File: src/hw/rtl/ias_pkg.sv
package ias_pkg;

   // Widths fixed by the request and response fields.
   localparam int TIME_WIDTH = 16;
   localparam int GAP_WIDTH = 8;
   localparam int SEL_COUNT_WIDTH = 7;

   // Default store depth, handed to the top level parameter.
   localparam int MAX_INTERVALS_DEFAULT = 16;

   // Configuration register map.
   localparam int CSR_ADDR_WIDTH = 3;
   localparam int CSR_DATA_WIDTH = 32;
   localparam logic REG_TURNAROUND_GAP = 1'b0;
   localparam logic [GAP_WIDTH-1:0] GAP_RESET = 8'd1;

   // One request: an interval to load.
   typedef struct packed {
      logic [TIME_WIDTH-1:0] start_time;
      logic [TIME_WIDTH-1:0] end_time;
      logic                  is_last;
   } req_type;

   // One response: a selected interval.
   typedef struct packed {
      logic [TIME_WIDTH-1:0]      sel_start;
      logic [TIME_WIDTH-1:0]      sel_end;
      logic [SEL_COUNT_WIDTH-1:0] sel_count;
      logic                       overflow;
      logic                       last_result;
   } rsp_type;

   // One stored interval, as held in the interval memory.
   typedef struct packed {
      logic [TIME_WIDTH-1:0] start_time;
      logic [TIME_WIDTH-1:0] end_time;
   } entry_type;

   localparam int ENTRY_WIDTH = $bits(entry_type);

endpackage

File: src/hw/rtl/ias_ram.sv
module ias_ram #(
   parameter int WIDTH = 32,
   parameter int DEPTH = 16,
   parameter int ADDR_WIDTH = (DEPTH > 1) ? $clog2(DEPTH) : 1
) (
   input  logic                  clock,
   input  logic                  wr_en,
   input  logic [ADDR_WIDTH-1:0] wr_addr,
   input  logic [WIDTH-1:0]      wr_data,
   input  logic [ADDR_WIDTH-1:0] rd_addr,
   output logic [WIDTH-1:0]      rd_data
);

   logic [WIDTH-1:0] mem_ff [DEPTH];
   logic [WIDTH-1:0] rd_data_ff;

   // One write port and one registered read port.
   always_ff @(posedge clock) begin
      if (wr_en) begin
         mem_ff[wr_addr] <= wr_data;
      end
      rd_data_ff <= mem_ff[rd_addr];
   end

   assign rd_data = rd_data_ff;

endmodule

File: src/hw/rtl/ias_alu.sv
module ias_alu (
   input  logic [ias_pkg::TIME_WIDTH-1:0] op_a,
   input  logic [ias_pkg::TIME_WIDTH-1:0] op_b,
   input  logic [ias_pkg::GAP_WIDTH-1:0]  op_add,
   output logic                           a_ge_sum
);
   import ias_pkg::*;

   logic [TIME_WIDTH:0] sum;

   // The sum carries one extra bit so that a large gap never wraps.
   assign sum = {1'b0, op_b} + (TIME_WIDTH + 1)'(op_add);
   assign a_ge_sum = ({1'b0, op_a} >= sum);

endmodule

File: src/hw/rtl/interval_activity_selection.sv
// A request that is not last is inserted by walking down the store and moving each stored
// interval with a later end up a place; a dropped request is only marked, as overflow.
// A last request then runs selection over the stored intervals; an output stall can hold it.
// Requests stall until an insertion pass is done; one stored interval per cycle goes through
// the memory and the shared compare unit while no output stall holds the selection.
// Reset clears the counters, flags and output valid, sets the gap to 1 and keeps the memory.
module interval_activity_selection #(
   parameter int MAX_INTERVALS = ias_pkg::MAX_INTERVALS_DEFAULT
) (
   input  logic                                clock,
   input  logic                                reset,
   input  logic                                req_valid,
   output logic                                req_stall,
   input  ias_pkg::req_type                    req_data,
   output logic                                rsp_valid,
   input  logic                                rsp_stall,
   output ias_pkg::rsp_type                    rsp_data,
   input  logic                                csr_psel,
   input  logic                                csr_penable,
   input  logic                                csr_pwrite,
   input  logic [ias_pkg::CSR_ADDR_WIDTH-1:0]  csr_paddr,
   input  logic [ias_pkg::CSR_DATA_WIDTH-1:0]  csr_pwdata,
   output logic [ias_pkg::CSR_DATA_WIDTH-1:0]  csr_prdata,
   output logic                                csr_pready
);
   import ias_pkg::*;

   localparam int IW = (MAX_INTERVALS > 1) ? $clog2(MAX_INTERVALS) : 1;
   localparam int CW = $clog2(MAX_INTERVALS + 1);
   localparam logic [CW-1:0] COUNT_FULL = CW'(MAX_INTERVALS);

   localparam logic [2:0] ST_IDLE      = 3'd0;
   localparam logic [2:0] ST_INS_CMP   = 3'd1;
   localparam logic [2:0] ST_INS_NEW   = 3'd2;
   localparam logic [2:0] ST_SEL_START = 3'd3;
   localparam logic [2:0] ST_SEL_CMP   = 3'd4;
   localparam logic [2:0] ST_SEL_FLUSH = 3'd5;

   logic [2:0]                 state_ff, state_in;
   logic [IW-1:0]              idx_ff, idx_in;
   logic [CW-1:0]              count_ff, count_in;
   entry_type                  new_ff, new_in;
   logic                       last_ff, last_in;
   logic                       dropped_ff, dropped_in;
   logic [TIME_WIDTH-1:0]      last_end_ff, last_end_in;
   logic                       any_sel_ff, any_sel_in;
   logic [SEL_COUNT_WIDTH-1:0] sel_cnt_ff, sel_cnt_in;
   logic                       pend_valid_ff, pend_valid_in;
   entry_type                  pend_ff, pend_in;
   logic [SEL_COUNT_WIDTH-1:0] pend_cnt_ff, pend_cnt_in;
   logic [GAP_WIDTH-1:0]       gap_ff, gap_in;
   logic                       rsp_valid_ff, rsp_valid_in;
   rsp_type                    rsp_data_ff, rsp_data_in;

   logic                       req_accept;
   logic                       out_free;
   logic                       take;
   logic                       at_last_idx;
   logic                       csr_write;

   logic                       wr_en;
   logic [IW-1:0]              wr_addr;
   entry_type                  wr_data;
   logic [IW-1:0]              rd_addr;
   entry_type                  rd_entry;
   logic [ENTRY_WIDTH-1:0]     rd_raw;

   logic [TIME_WIDTH-1:0]      alu_a;
   logic [TIME_WIDTH-1:0]      alu_b;
   logic [GAP_WIDTH-1:0]       alu_add;
   logic                       alu_ge;

   // Interval memory, kept ordered by end time.
   ias_ram #(
      .WIDTH (ENTRY_WIDTH),
      .DEPTH (MAX_INTERVALS),
      .ADDR_WIDTH (IW)
   ) u_store (
      .clock   (clock),
      .wr_en   (wr_en),
      .wr_addr (wr_addr),
      .wr_data (wr_data),
      .rd_addr (rd_addr),
      .rd_data (rd_raw)
   );

   assign rd_entry = entry_type'(rd_raw);

   // Shared compare unit: the insertion test during load, the gap test during selection.
   always_comb begin
      if (state_ff == ST_SEL_CMP) begin
         alu_a   = rd_entry.start_time;
         alu_b   = last_end_ff;
         alu_add = gap_ff;
      end else begin
         alu_a   = new_ff.end_time;
         alu_b   = rd_entry.end_time;
         alu_add = '0;
      end
   end

   ias_alu u_alu (
      .op_a     (alu_a),
      .op_b     (alu_b),
      .op_add   (alu_add),
      .a_ge_sum (alu_ge)
   );

   // Configuration port: one register, always ready.
   assign csr_pready = 1'b1;
   assign csr_write  = csr_psel && csr_penable && csr_pwrite;
   assign csr_prdata = (csr_paddr[2] == REG_TURNAROUND_GAP) ?
                       CSR_DATA_WIDTH'(gap_ff) : '0;

   always_comb begin
      gap_in = gap_ff;
      if (csr_write && (csr_paddr[2] == REG_TURNAROUND_GAP)) begin
         gap_in = csr_pwdata[GAP_WIDTH-1:0];
      end
   end

   // Handshake helpers.
   assign req_stall   = (state_ff != ST_IDLE);
   assign req_accept  = req_valid && !req_stall;
   assign out_free    = !rsp_valid_ff || !rsp_stall;
   assign take        = !any_sel_ff || alu_ge;
   assign at_last_idx = ((CW'(idx_ff) + CW'(1)) == count_ff);

   // Sequencer for insertion and selection.
   always_comb begin
      state_in      = state_ff;
      idx_in        = idx_ff;
      count_in      = count_ff;
      new_in        = new_ff;
      last_in       = last_ff;
      dropped_in    = dropped_ff;
      last_end_in   = last_end_ff;
      any_sel_in    = any_sel_ff;
      sel_cnt_in    = sel_cnt_ff;
      pend_valid_in = pend_valid_ff;
      pend_in       = pend_ff;
      pend_cnt_in   = pend_cnt_ff;
      rsp_valid_in  = rsp_valid_ff && rsp_stall;
      rsp_data_in   = rsp_data_ff;
      wr_en         = 1'b0;
      wr_addr       = idx_ff + IW'(1);
      wr_data       = new_ff;
      rd_addr       = idx_ff;

      case (state_ff)
         ST_IDLE: begin
            if (req_accept) begin
               new_in.start_time = req_data.start_time;
               new_in.end_time   = req_data.end_time;
               last_in           = req_data.is_last;
               if (count_ff == COUNT_FULL) begin
                  // Store full: drop, but a last request still closes the set.
                  dropped_in = 1'b1;
                  if (req_data.is_last) begin
                     state_in = ST_SEL_START;
                  end
               end else if (count_ff == '0) begin
                  idx_in   = '0;
                  state_in = ST_INS_NEW;
               end else begin
                  idx_in   = IW'(count_ff - CW'(1));
                  rd_addr  = IW'(count_ff - CW'(1));
                  state_in = ST_INS_CMP;
               end
            end
         end

         ST_INS_CMP: begin
            wr_en = 1'b1;
            if (alu_ge) begin
               // Stored end is not above the new end: the new interval goes just after it.
               wr_data  = new_ff;
               count_in = count_ff + CW'(1);
               state_in = last_ff ? ST_SEL_START : ST_IDLE;
            end else begin
               // Move the stored interval up one place and look one lower.
               wr_data = rd_entry;
               if (idx_ff == '0) begin
                  state_in = ST_INS_NEW;
               end else begin
                  idx_in  = idx_ff - IW'(1);
                  rd_addr = idx_ff - IW'(1);
               end
            end
         end

         ST_INS_NEW: begin
            wr_en    = 1'b1;
            wr_addr  = idx_ff;
            wr_data  = new_ff;
            count_in = count_ff + CW'(1);
            state_in = last_ff ? ST_SEL_START : ST_IDLE;
         end

         ST_SEL_START: begin
            idx_in  = '0;
            rd_addr = '0;
            if (count_ff == '0) begin
               state_in = ST_SEL_FLUSH;
            end else begin
               state_in = ST_SEL_CMP;
            end
         end

         ST_SEL_CMP: begin
            if (take && pend_valid_ff && !out_free) begin
               // Hold the current interval until the previous selection can leave.
               rd_addr = idx_ff;
            end else begin
               if (take) begin
                  if (pend_valid_ff) begin
                     rsp_valid_in            = 1'b1;
                     rsp_data_in.sel_start   = pend_ff.start_time;
                     rsp_data_in.sel_end     = pend_ff.end_time;
                     rsp_data_in.sel_count   = pend_cnt_ff;
                     rsp_data_in.overflow    = dropped_ff;
                     rsp_data_in.last_result = 1'b0;
                  end
                  pend_valid_in = 1'b1;
                  pend_in       = rd_entry;
                  pend_cnt_in   = sel_cnt_ff + SEL_COUNT_WIDTH'(1);
                  sel_cnt_in    = sel_cnt_ff + SEL_COUNT_WIDTH'(1);
                  last_end_in   = rd_entry.end_time;
                  any_sel_in    = 1'b1;
               end
               if (at_last_idx) begin
                  state_in = ST_SEL_FLUSH;
               end else begin
                  idx_in  = idx_ff + IW'(1);
                  rd_addr = idx_ff + IW'(1);
               end
            end
         end

         ST_SEL_FLUSH: begin
            if (!pend_valid_ff || out_free) begin
               // The held selection is the final one of the set.
               if (pend_valid_ff) begin
                  rsp_valid_in            = 1'b1;
                  rsp_data_in.sel_start   = pend_ff.start_time;
                  rsp_data_in.sel_end     = pend_ff.end_time;
                  rsp_data_in.sel_count   = pend_cnt_ff;
                  rsp_data_in.overflow    = dropped_ff;
                  rsp_data_in.last_result = 1'b1;
               end
               count_in      = '0;
               dropped_in    = 1'b0;
               last_end_in   = '0;
               any_sel_in    = 1'b0;
               sel_cnt_in    = '0;
               pend_valid_in = 1'b0;
               state_in      = ST_IDLE;
            end
         end

         default: begin
            state_in = ST_IDLE;
         end
      endcase
   end

   // Control registers.
   always_ff @(posedge clock) begin
      if (reset) begin
         state_ff      <= ST_IDLE;
         count_ff      <= '0;
         dropped_ff    <= 1'b0;
         last_end_ff   <= '0;
         any_sel_ff    <= 1'b0;
         sel_cnt_ff    <= '0;
         pend_valid_ff <= 1'b0;
         rsp_valid_ff  <= 1'b0;
         gap_ff        <= GAP_RESET;
      end else begin
         state_ff      <= state_in;
         count_ff      <= count_in;
         dropped_ff    <= dropped_in;
         last_end_ff   <= last_end_in;
         any_sel_ff    <= any_sel_in;
         sel_cnt_ff    <= sel_cnt_in;
         pend_valid_ff <= pend_valid_in;
         rsp_valid_ff  <= rsp_valid_in;
         gap_ff        <= gap_in;
      end
   end

   // Payload registers.
   always_ff @(posedge clock) begin
      idx_ff      <= idx_in;
      new_ff      <= new_in;
      last_ff     <= last_in;
      pend_ff     <= pend_in;
      pend_cnt_ff <= pend_cnt_in;
      rsp_data_ff <= rsp_data_in;
   end

   assign rsp_valid = rsp_valid_ff;
   assign rsp_data  = rsp_data_ff;

endmodule
File: config.mk
export PLATFORM = sky130hd
export DESIGN_NAME = interval_activity_selection
export DESIGN_NICKNAME = d
export VERILOG_FILES = /design/src/hw/rtl/ias_pkg.sv /design/src/hw/rtl/ias_ram.sv /design/src/hw/rtl/ias_alu.sv /design/src/hw/rtl/interval_activity_selection.sv
export SDC_FILE = /design/constraint.sdc
export NUM_CORES = 1
export LEC_CHECK = 0
export BUFFER_PORTS_ARGS = -buffer_cell sky130_fd_sc_hd__buf_2
export CAP_MARGIN = 10
export CORE_MARGIN = 3
export CORE_UTILIZATION = 45
export CTS_CLUSTER_SIZE = 20
export DETAILED_ROUTE_END_ITERATION = 8
export SYNTH_ARGS = -nofsm -noshare
export SYNTH_HDL_FRONTEND = slang
export SYNTH_SLANG_ARGS = --single-unit
export TNS_END_PERCENT = 100
File: constraint.sdc
create_clock -name clock -period 12.4 [get_ports clock]
set_input_delay 1.24 -clock clock [delete_from_list [all_inputs] [get_ports clock]]
set_output_delay 1.24 -clock clock [all_outputs]
set_load 0.005 [all_outputs]
# --- Word-level counts from Yosys, hierarchy flattened ---
# Memory sizes are Yosys's and may differ from the RTL's. A register that Yosys moved wholly into a read port is not among the register bits.
# Index checks and enable logic that the tools add are counted.
classes:
  n_addsub: 7
  multipliers: 0
  div: 0
  magnitude_cmp: 1
  eq_ne: 19
  shift: 0
  muxes: 63
  n_bitwise: 2
  n_reduce_logical: 32
ops:
  columns: ["cell", "n"]
  rows:
  - ["2-to-1 mux 41 bit", 5]
  - ["one-hot mux 41 bit (2 select lines)", 1]
  - ["2-to-1 mux 16 bit", 5]
  - ["2-to-1 mux 32 bit", 2]
  - ["2-to-1 mux 4 bit", 11]
  - ["one-hot mux 16 bit (2 select lines)", 1]
  - ["one-hot mux 4 bit (4 select lines)", 2]
  - ["2-to-1 mux 3 bit", 8]
  - ["2-to-1 mux 7 bit", 3]
  - ["!= test 2 bit, second input constant", 10]
  - ["one-hot mux 3 bit (6 select lines)", 1]
  - ["adder 16 x 8 -> 17 bit", 1]
  - [">= comparator 16 x 17 -> 1 bit", 1]
  - ["2-to-1 mux 8 bit", 2]
  - ["one-hot mux 5 bit (3 select lines)", 1]
  - ["one-hot mux 7 bit (2 select lines)", 1]
  - ["2-to-1 mux 1 bit", 13]
  - ["AND reduction 6 bit", 2]
  - ["2-to-1 mux 5 bit", 2]
  - ["AND reduction 3 bit", 3]
  - ["AND reduction 4 bit", 2]
  - ["subtractor 4 x 1 -> 4 bit, second input constant", 2]
  - ["adder 7 x 1 -> 7 bit, second input constant", 1]
  - ["logical AND 1 bit", 7]
  - ["other kinds (22)", 37]
totals:
  reg_bits: 159
  latchBits: 0
  ram_bits: 512
  mem_bits_ro: 0
  input_bits: 75
  mem_count: 1
mem_list:
  columns: ["name", "depth", "word_bits", "read_ports", "rd_clocked_by_memory_dff", "write_ports", "line_no", "rtl"]
  rows:
  - ["u_store.mem_ff", 16, 32, 1, 1, 1, "ias_ram.sv:14", "logic [WIDTH-1:0] mem_ff [DEPTH];"]

# --- Depth between registers and ports, before layout ---
# Gate-level depths: netlist of run 1.
logic_depth:
  word_depth: 9
  ltp_mapped: 33

# --- Hierarchy ---
# From an unflattened synthesis of run 1, not the netlist that was laid out.
hier_totals:
  hier_cells: 1502
  hier_area_um2: 27801.7
modules_own_cells:
  columns: ["mod", "n_inst", "cells_per_inst", "area_each_um2", "seq_area_each_um2"]
  rows:
  - ["ias_ram", 1, 838, 19854.0, 16015.4]
  - ["interval_activity_selection", 1, 558, 7083.0, 4354.2]
  - ["ias_alu", 1, 106, 864.6, 0.0]

# --- Least setup slack after synthesis of run 1 ---
# Ideal clock, no wire load.
synth_timing:
  path_type: "register to register"
  start: "register state_ff[2]"
  end: "register rsp_data_ff (netlist bit rsp_data[0]), enable pin"
  setup_ps: 440
  arrival_time_ps: 7192
  required_ps: 11960
  setup_slack_ps: 4768
  path_stages_with_launch: 30
  path_buffers: 6
  synth_period_minus_slack_ps: 7632
  cell_sequence: "dfxtp_1 buf_4 or3b_1 buf_2 buf_1 clkbuf_1 clkbuf_1 nand2_1 nand2_1 ha_1 a21o_1 a21oi_1 o21bai_1 a21oi_1 o21bai_1 nand3_1 a211oi_1 a21oi_1 o21ai_0 o21ai_0 ha_1 nand3_1 or2_2 o221ai_1 a21o_1 and2_0 o21ai_0 a211o_1 clkbuf_1 nor2_1"
synth_via:
  elab_chain_cells: 9
  word_cells_on_any_way: 17
synth_rtl:
  columns: ["element", "line_no", "rtl"]
  rows:
  - ["start, declared", "interval_activity_selection.sv:39", "logic [2:0] state_ff, state_in;"]
  - ["start signal, assigned", "interval_activity_selection.sv:280", "state_ff <= state_in;"]
  - ["== test 3 bit", "interval_activity_selection.sv:91, interval_activity_selection.sv:150", null]
  - ["2-to-1 mux 16 bit / 2-to-1 mux 8 bit (equally long branches)", "interval_activity_selection.sv:91", "if (state_ff == ST_SEL_CMP) begin"]
  - ["adder 16 x 8 -> 17 bit", "ias_alu.sv:12", "assign sum = {1'b0, op_b} + (TIME_WIDTH + 1)'(op_add);"]
  - [">= comparator 16 x 17 -> 1 bit", "ias_alu.sv:13", "assign a_ge_sum = ({1'b0, op_a} >= sum);"]
  - ["logical OR 1 bit", "interval_activity_selection.sv:126", "assign take = !any_sel_ff || alu_ge;"]
  - ["logical AND 1 bit (2 in a row)", "interval_activity_selection.sv:211", "if (take && pend_valid_ff && !out_free) begin"]
  - ["!= test 2 bit (no source line)", null, null]
  - ["AND reduction 6 bit (no source line) *", null, null]
  - ["end signal, assigned", "interval_activity_selection.sv:299", "rsp_data_ff <= rsp_data_in;"]
  - ["end, declared", "interval_activity_selection.sv:53", "rsp_type rsp_data_ff, rsp_data_in;"]
# Mark *: on every way between the ends. The rest lies on a longest branch, timed or not.
# A chain may end at the register's enable or synchronous reset.

# --- Final worst setup path of run 1 ---
layout_timing:
  start: "register state_ff[2]"
  end: "register u_store.rd_data_ff[2] (netlist: u_store.rd_data[2]) (read register of u_store.mem_ff)"
layout_via:
  elab_chain_cells: 9
  word_cells_on_any_way: 19
layout_rtl:
  columns: ["element", "line_no", "rtl"]
  rows:
  - ["== test 3 bit", "interval_activity_selection.sv:91, interval_activity_selection.sv:150", null]
  - ["2-to-1 mux 16 bit / 2-to-1 mux 8 bit (equally long branches)", "interval_activity_selection.sv:91", null]
  - ["adder 16 x 8 -> 17 bit", "ias_alu.sv:12", null]
  - [">= comparator 16 x 17 -> 1 bit", "ias_alu.sv:13", null]
  - ["logical OR 1 bit", "interval_activity_selection.sv:126", null]
  - ["logical AND 1 bit (2 in a row)", "interval_activity_selection.sv:211", null]
  - ["2-to-1 mux 4 bit", null, null]
  - ["one-hot mux 4 bit (4 select lines) *", "interval_activity_selection.sv:150", "case (state_ff)"]
  - ["end, declared", "ias_ram.sv:15", "logic [WIDTH-1:0] rd_data_ff;"]
# Marked as above.

==> results of run 1 <==
-- path summary, 6_finish.rpt --
kind / start / end / slack, ps / depth (start not counted)
setup / recovery: state_ff[2] / u_store.rd_data[2] / 3980 / 27
hold / removal: pend_ff[5] / rsp_data[14] / 420 / 0
setup reg to reg: state_ff[2] / u_store.rd_data[2] / 3980 / 27
hold reg to reg: pend_ff[5] / rsp_data[14] / 420 / 0
-- layer usage --
layer  global-route usage [%]  vias up  share of wire (%)
li1                         -     7586                  -
met1                     28.3     8402                 42
met2                     34.1      589                 48
met3                     3.42      121                6.7
met4                     8.27        0                3.2
met5                        0        -                  0
-- cell usage after synthesis (14+ instances only) --
cell type and number:
edfxtp_1 629, clkbuf_1 80, mux2i_1 139, a22oi_1 26, nor2_1 81, ha_1 30
nand2_1 247, mux2_2 33, nand3_1 22, dfxtp_1 74, o21ai_0 17, buf_2 23
a221oi_2 15, inv_1 14, a21oi_1 166, xnor2_1 22, a221oi_1 114, or4_1 32
buf_4 32, nor3_1 14
-- state kept, by name, indices dropped and copies added (netlist names) --
| name | cells |
|---|---|
| u_store.mem_ff | 512 |
| rsp_data | 41 |
| new_ff | 32 |
| pend_ff | 32 |
| u_store.rd_data | 32 |
| last_end_ff | 16 |
| gap_ff | 8 |
| pend_cnt_ff | 7 |
| sel_cnt_ff | 7 |
| count_ff | 5 |
| idx_ff | 4 |
| state_ff | 3 |
| dropped_ff | 1 |
| last_ff | 1 |
| pend_valid_ff | 1 |
| rsp_valid | 1 |
-- power groups by stage --
stage	sequential, mW	clock, mW	combinational (mW)
2_1_floorplan	3.18	0	2.48
3_3_place_gp	3.35	0	3.20
3_5_place_dp	3.36	0	3.27
4_1_cts	3.31	2.18	3.29
5_1_grt	3.33	2.28	3.58
6_report	3.31	2.14	3.27
-- worst max-delay path, stage by stage, from the launching register on --
cell and delay, ps:
dfxtp_1 620, inv_1 260, nor3_2 710, nand2_1 120
nand2_1 110, ha_1 200, a21o_1 120, a21oi_1 90
o21bai_1 140, a21oi_1 110, o21bai_1 180, nand3_1 120
a211oi_1 520, a21oi_1 130, o21ai_0 170, o21ai_0 120
ha_1 310, nand3_1 150, or2_2 330, o221ai_1 220
a21o_1 320, a21oi_1 150, a21oi_1 360, and2_4 850
buf_4 830, mux2i_1 340, a221oi_1 140, or4_1 530
-- cells by family (layout without fill, tap and decap cells) --
family                   count (synthesis)  after routing  synth area share [%]
multiplexers                           173            173                  6.25
AO/OA/AOI/OAI                          391            391                  9.76
other                                    2             26                0.0264
adder cells (fa/ha/maj)                 31             31                  1.39
AND/OR/NAND/NOR                        444            444                  6.98
buffers and inverters                  161            275                  2.86
flip-flops                             703            703                  71.6
XOR/XNOR                                35             35                  1.08
-- stage by stage --
| stage | hold WS, ps | std cells | util [%] |
|---|---|---|---|
| 4_1_cts | 417 | 2914 | 51.7 |
| 3_3_place_gp | 400 | 2780 | 47.9 |
| 2_1_floorplan | 400 | 1963 | - |
| 3_5_place_dp | 405 | 2780 | 47.9 |
| 5_1_grt | 423 | 2914 | 51.7 |
| 6_report | 417 | 2915 | 51.7 |
-- layout make-up --
type                            count  area share [%]
Sequential cell                   703            63.5
Multi-Input combinational cell   1099            23.4
Clock buffer                      100            6.24
Tap cell                          837            3.27
Timing Repair Buffer              127            2.24
Clock inverter                     34            1.12
Inverter                           14           0.164
Antenna cell                        1         0.00780
==> flow_summary.yaml, run 1 <==
grt:
  grt_max_degree: 134
  grt_usage_pct: 20.9
  antenna_found_initial: 1
  grt_overflow: 0
  grt_pass1_wl_um: 104000
  grt_pass1_vias: 16600
detailed_routing:
  vias: 16700
  vias_per_cell: 5.73
  ant_nets: 0
  dr.pass1.iters: 6
  finalWirelength_um: 70300
  wl_per_cell_um: 24.1
  drc: 0
  drt_iter0_markers: 1758
worst_setup_path:
  worstPathRequired_ps: 12880
  crit_path_max_fanout: 64
  endpoint_kind: "register"
  setup.worst_path.start_class: "register"
  path_class: "reg -> reg"
  worstPathArrival_ps: 8900
placed_design:
  gp_congestion: 0.838
  place_hpwl_um: 37500
  pre_cts_slack_ps: 4040
  portBuffers: 99
  post_dp_cell_area_sq_um: 29700
yosys:
  synth.cell_area_sq_um: 28400
  async_reset_ff_share_pct: 0
  synth_top_area_share_pct: 66.4
  yosysTopAreaCell: "edfxtp_1"
  synth-seq-cells: 703
  synth_cell_types: 67
  synth_cells: 1940
  ys_seq_area_share_pct: 71.6
  synth-warning-count: 0
  ys_top_cells_by_area: "edfxtp_1, dfxtp_1, mux2i_1"
  ys.flop_type: "edfxtp_1"
  synth_enable_flop_cells: 629
  avgSynthCellArea_sq_um: 14.7
clock_tree:
  cts_num_sinks: 703
  path_clk_slew_ps: 60
  cts.path.max_buffers: 3
  cts-hold-fix-buffers: 0
  cts.repair.resized: 0
  clk-insertion-delay-late_ps: 610
  cts_tree: "done"
  cts_setup_buffers: 0
  clockRootBuffer: "clkbuf_16"
  cts_htree_levels: 3
  cts_buffers: 73
die:
  fp.dieW_um: 257
  dieArea_sq_um: 66200
  fp.dieH_um: 257
  rows: 91
  initial_core_util_pct: 45.8
  core_sq_um: 62100
  boundaryPins: 151
timing:
  final_hold_viol_count: 0
  finalSetupTns_ps: 0
  rsz0062_at_grt: "no"
  fin_crit_sh_pct: 67.9
  finClkSkew_ps: 22.9
  max_freq_mhz: 119
  setup_viol: 0
  tightest_slew_ps: 1140
  finalWorstPathRequiredPeriod_ps: 8420
  setup_ws_ps: 3980
  drv_slew: 0
  relSlewSlack_pct: 23.7
worst_hold_path:
  hold_class: "reg -> reg"
status:
  status: "finished, final reports clean"
power:
  clkPwrFrac_pct: 24.5
  p_int_mw: 5.38
  pwr-share-seq_pct: 38.0
  p_leak_nw: 11.2
  pwr-share-comb_pct: 37.5
  total_power_mw: 8.72
  switching_share_pct: 38.4
  power_density_nw_per_um2: 272
  peakVddDrop_uv: 308
  p_switching_mw: 3.35
finish:
  drive_above_1_share_pct: 15.3
  fillCellCount: 5113
  regArea_sq_um: 20400
  syn2layout_area_growth_pct: 12.8
  nNetsFinal: 2124
  mostFrequentLayoutCell: "edfxtp_1"
  final_area_sq_um: 32100
  final_cell_mix: "edfxtp_1, nand2_1, a21oi_1, mux2i_1, a221oi_1"
  multi_input_area_sq_um: 7520
job:
  drv_cap: 0
Power figures use the tool's default switching activity.
==> run 2, diff against run 1 <==
clock period = 8.1 ns   (was 12.4 ns; I/O delays follow)
==> run 2 against run 1 <==
Global-route usage is 0.15 points lower. Register-to-register slack worse by 3200 ps. Via count is 0.16% higher. Combinational power is 60% higher. Fmax is 14% higher.
==> flow_summary.yaml, run 2 (same netlist as run 1, synthesis figures left out) <==
status:
  status: "finished, final reports clean"
detailed_routing:
  finalWirelength_um: 69900
  vias_per_cell: 5.71
  wl_per_cell_um: 23.9
  drc: 0
  ant_nets: 0
  dr.pass1.iters: 5
  vias: 16700
  drt_iter0_markers: 1600
clock_tree:
  clockRootBuffer: "clkbuf_16"
  path_clk_slew_ps: 60
  cts_htree_levels: 3
  clk-insertion-delay-late_ps: 610
  cts_tree: "done"
  cts.path.max_buffers: 3
  cts.repair.resized: 0
  cts_setup_buffers: 0
  cts_num_sinks: 703
  cts_buffers: 73
  cts-hold-fix-buffers: 0
die:
  initial_core_util_pct: 45.8
  rows: 91
  core_sq_um: 62100
  fp.dieH_um: 257
  dieArea_sq_um: 66200
  boundaryPins: 151
  fp.dieW_um: 257
timing:
  max_freq_mhz: 136
  whs_ps: 370
  finalSetupTns_ps: 0
  final_hold_viol_count: 0
  finClkSkew_ps: 25.7
  tightest_slew_ps: 1040
  setup_viol: 0
  rsz0062_at_grt: "no"
  setup_ws_ps: 750
  fin_crit_sh_pct: 90.7
  drv_slew: 0
  relSlewSlack_pct: 30.6
  finalWorstPathRequiredPeriod_ps: 7350
finish:
  finalNonFillerCells: 2930
  nNetsFinal: 2143
  n_antenna_cell: 0
  largest_reg_flops: 512
  drive_above_1_share_pct: 16.0
  syn2layout_area_growth_pct: 14.2
  largest_register: "u_store.mem_ff"
  final_cell_mix: "edfxtp_1, nand2_1, a21oi_1, mux2i_1, a221oi_1"
  mostFrequentLayoutCell: "edfxtp_1"
placed_design:
  place_hpwl_um: 39100
  gp_congestion: 0.852
  pre_cts_slack_ps: 828
  portBuffers: 99
  post-place-cells: 2799
power:
  total_power_mw: 13.7
  power_density_nw_per_um2: 422
  peakVddDrop_uv: 356
  p_leak_nw: 11.4
worst_setup_path:
  crit_path_max_fanout: 52
  path_class: "reg -> reg"
  crit_start: "state_ff[2]"
  worstPathRequired_ps: 8580
  worstPathArrival_ps: 7830
  endpoint_kind: "register"
  setup.worst_path.start_class: "register"
  timing.rr.start: "state_ff[2]"
worst_hold_path:
  hp-start: "req_data[15]"
  hold_class: "in -> reg"
grt:
  grt_max_degree: 129
  grt_usage_pct: 20.8
  antenna_found_initial: 1
  grt_pass1_wl_um: 104000
  grt_overflow: 0
  grt_pass1_vias: 16500
job:
  drv_cap: 0
## run 2: report_power, final
group	total, mW	internal (mW)	switching, mW
Combinational	5.23	1.84	3.39
Clock	3.41	2.05	1.36
Sequential	5.08	4.68	0.402
## run 2: per-stage QoR
stage / instance area (sq um) / utilization (%)
2_1_floorplan: 28500 / -
3_3_place_gp: 30000 / 48.4
3_5_place_dp: 30000 / 48.4
4_1_cts: 32500 / 52.3
5_1_grt: 32500 / 52.3
6_report: 32500 / 52.3
## run 2: critical path, cell delays in order (launching register included)
cell and delay, ps:
dfxtp_1 630, inv_1 250, nor3_2 550, buf_4 420
nand2_1 90, nand2_1 70, ha_1 200, a21oi_1 120
o21bai_1 180, nand3_1 120, a211oi_1 520, a21oi_1 130
o21ai_0 170, o21ai_0 110, ha_1 290, nand3_1 120
or2_2 320, o221ai_1 250, a21o_1 320, a21oi_1 150
a21oi_1 330, and2_4 550, buf_12 360, mux2i_1 260
a221oi_1 100, or4_1 550
## run 2: path summary, 6_finish.rpt
check	end	depth (start not counted)	slack [ps]
max	u_store.rd_data[22]	25	750
min	new_ff[14]	1	370
max reg2reg	u_store.rd_data[22]	25	750
min reg2reg	rsp_data[15]	0	420
## run 2: final cells by class
cell class                 count  area, sq um
fill                        5053        29600
clock inverter                40          459
clock buffer                  91         2000
tap                          837         1050
sequential                   703        20400
multi-input combinational   1099         7520
timing repair buffer         146         1040
inverter                      14         52.6
## run 2: routing by layer
layer,vias to the layer above,wire length (um),GRT usage [%]
li1,7622,-,-
met2,564,33500,33.9
met5,-,0,0
met1,8423,29800,28.4
met4,0,2080,7.39
met3,116,4520,3.54
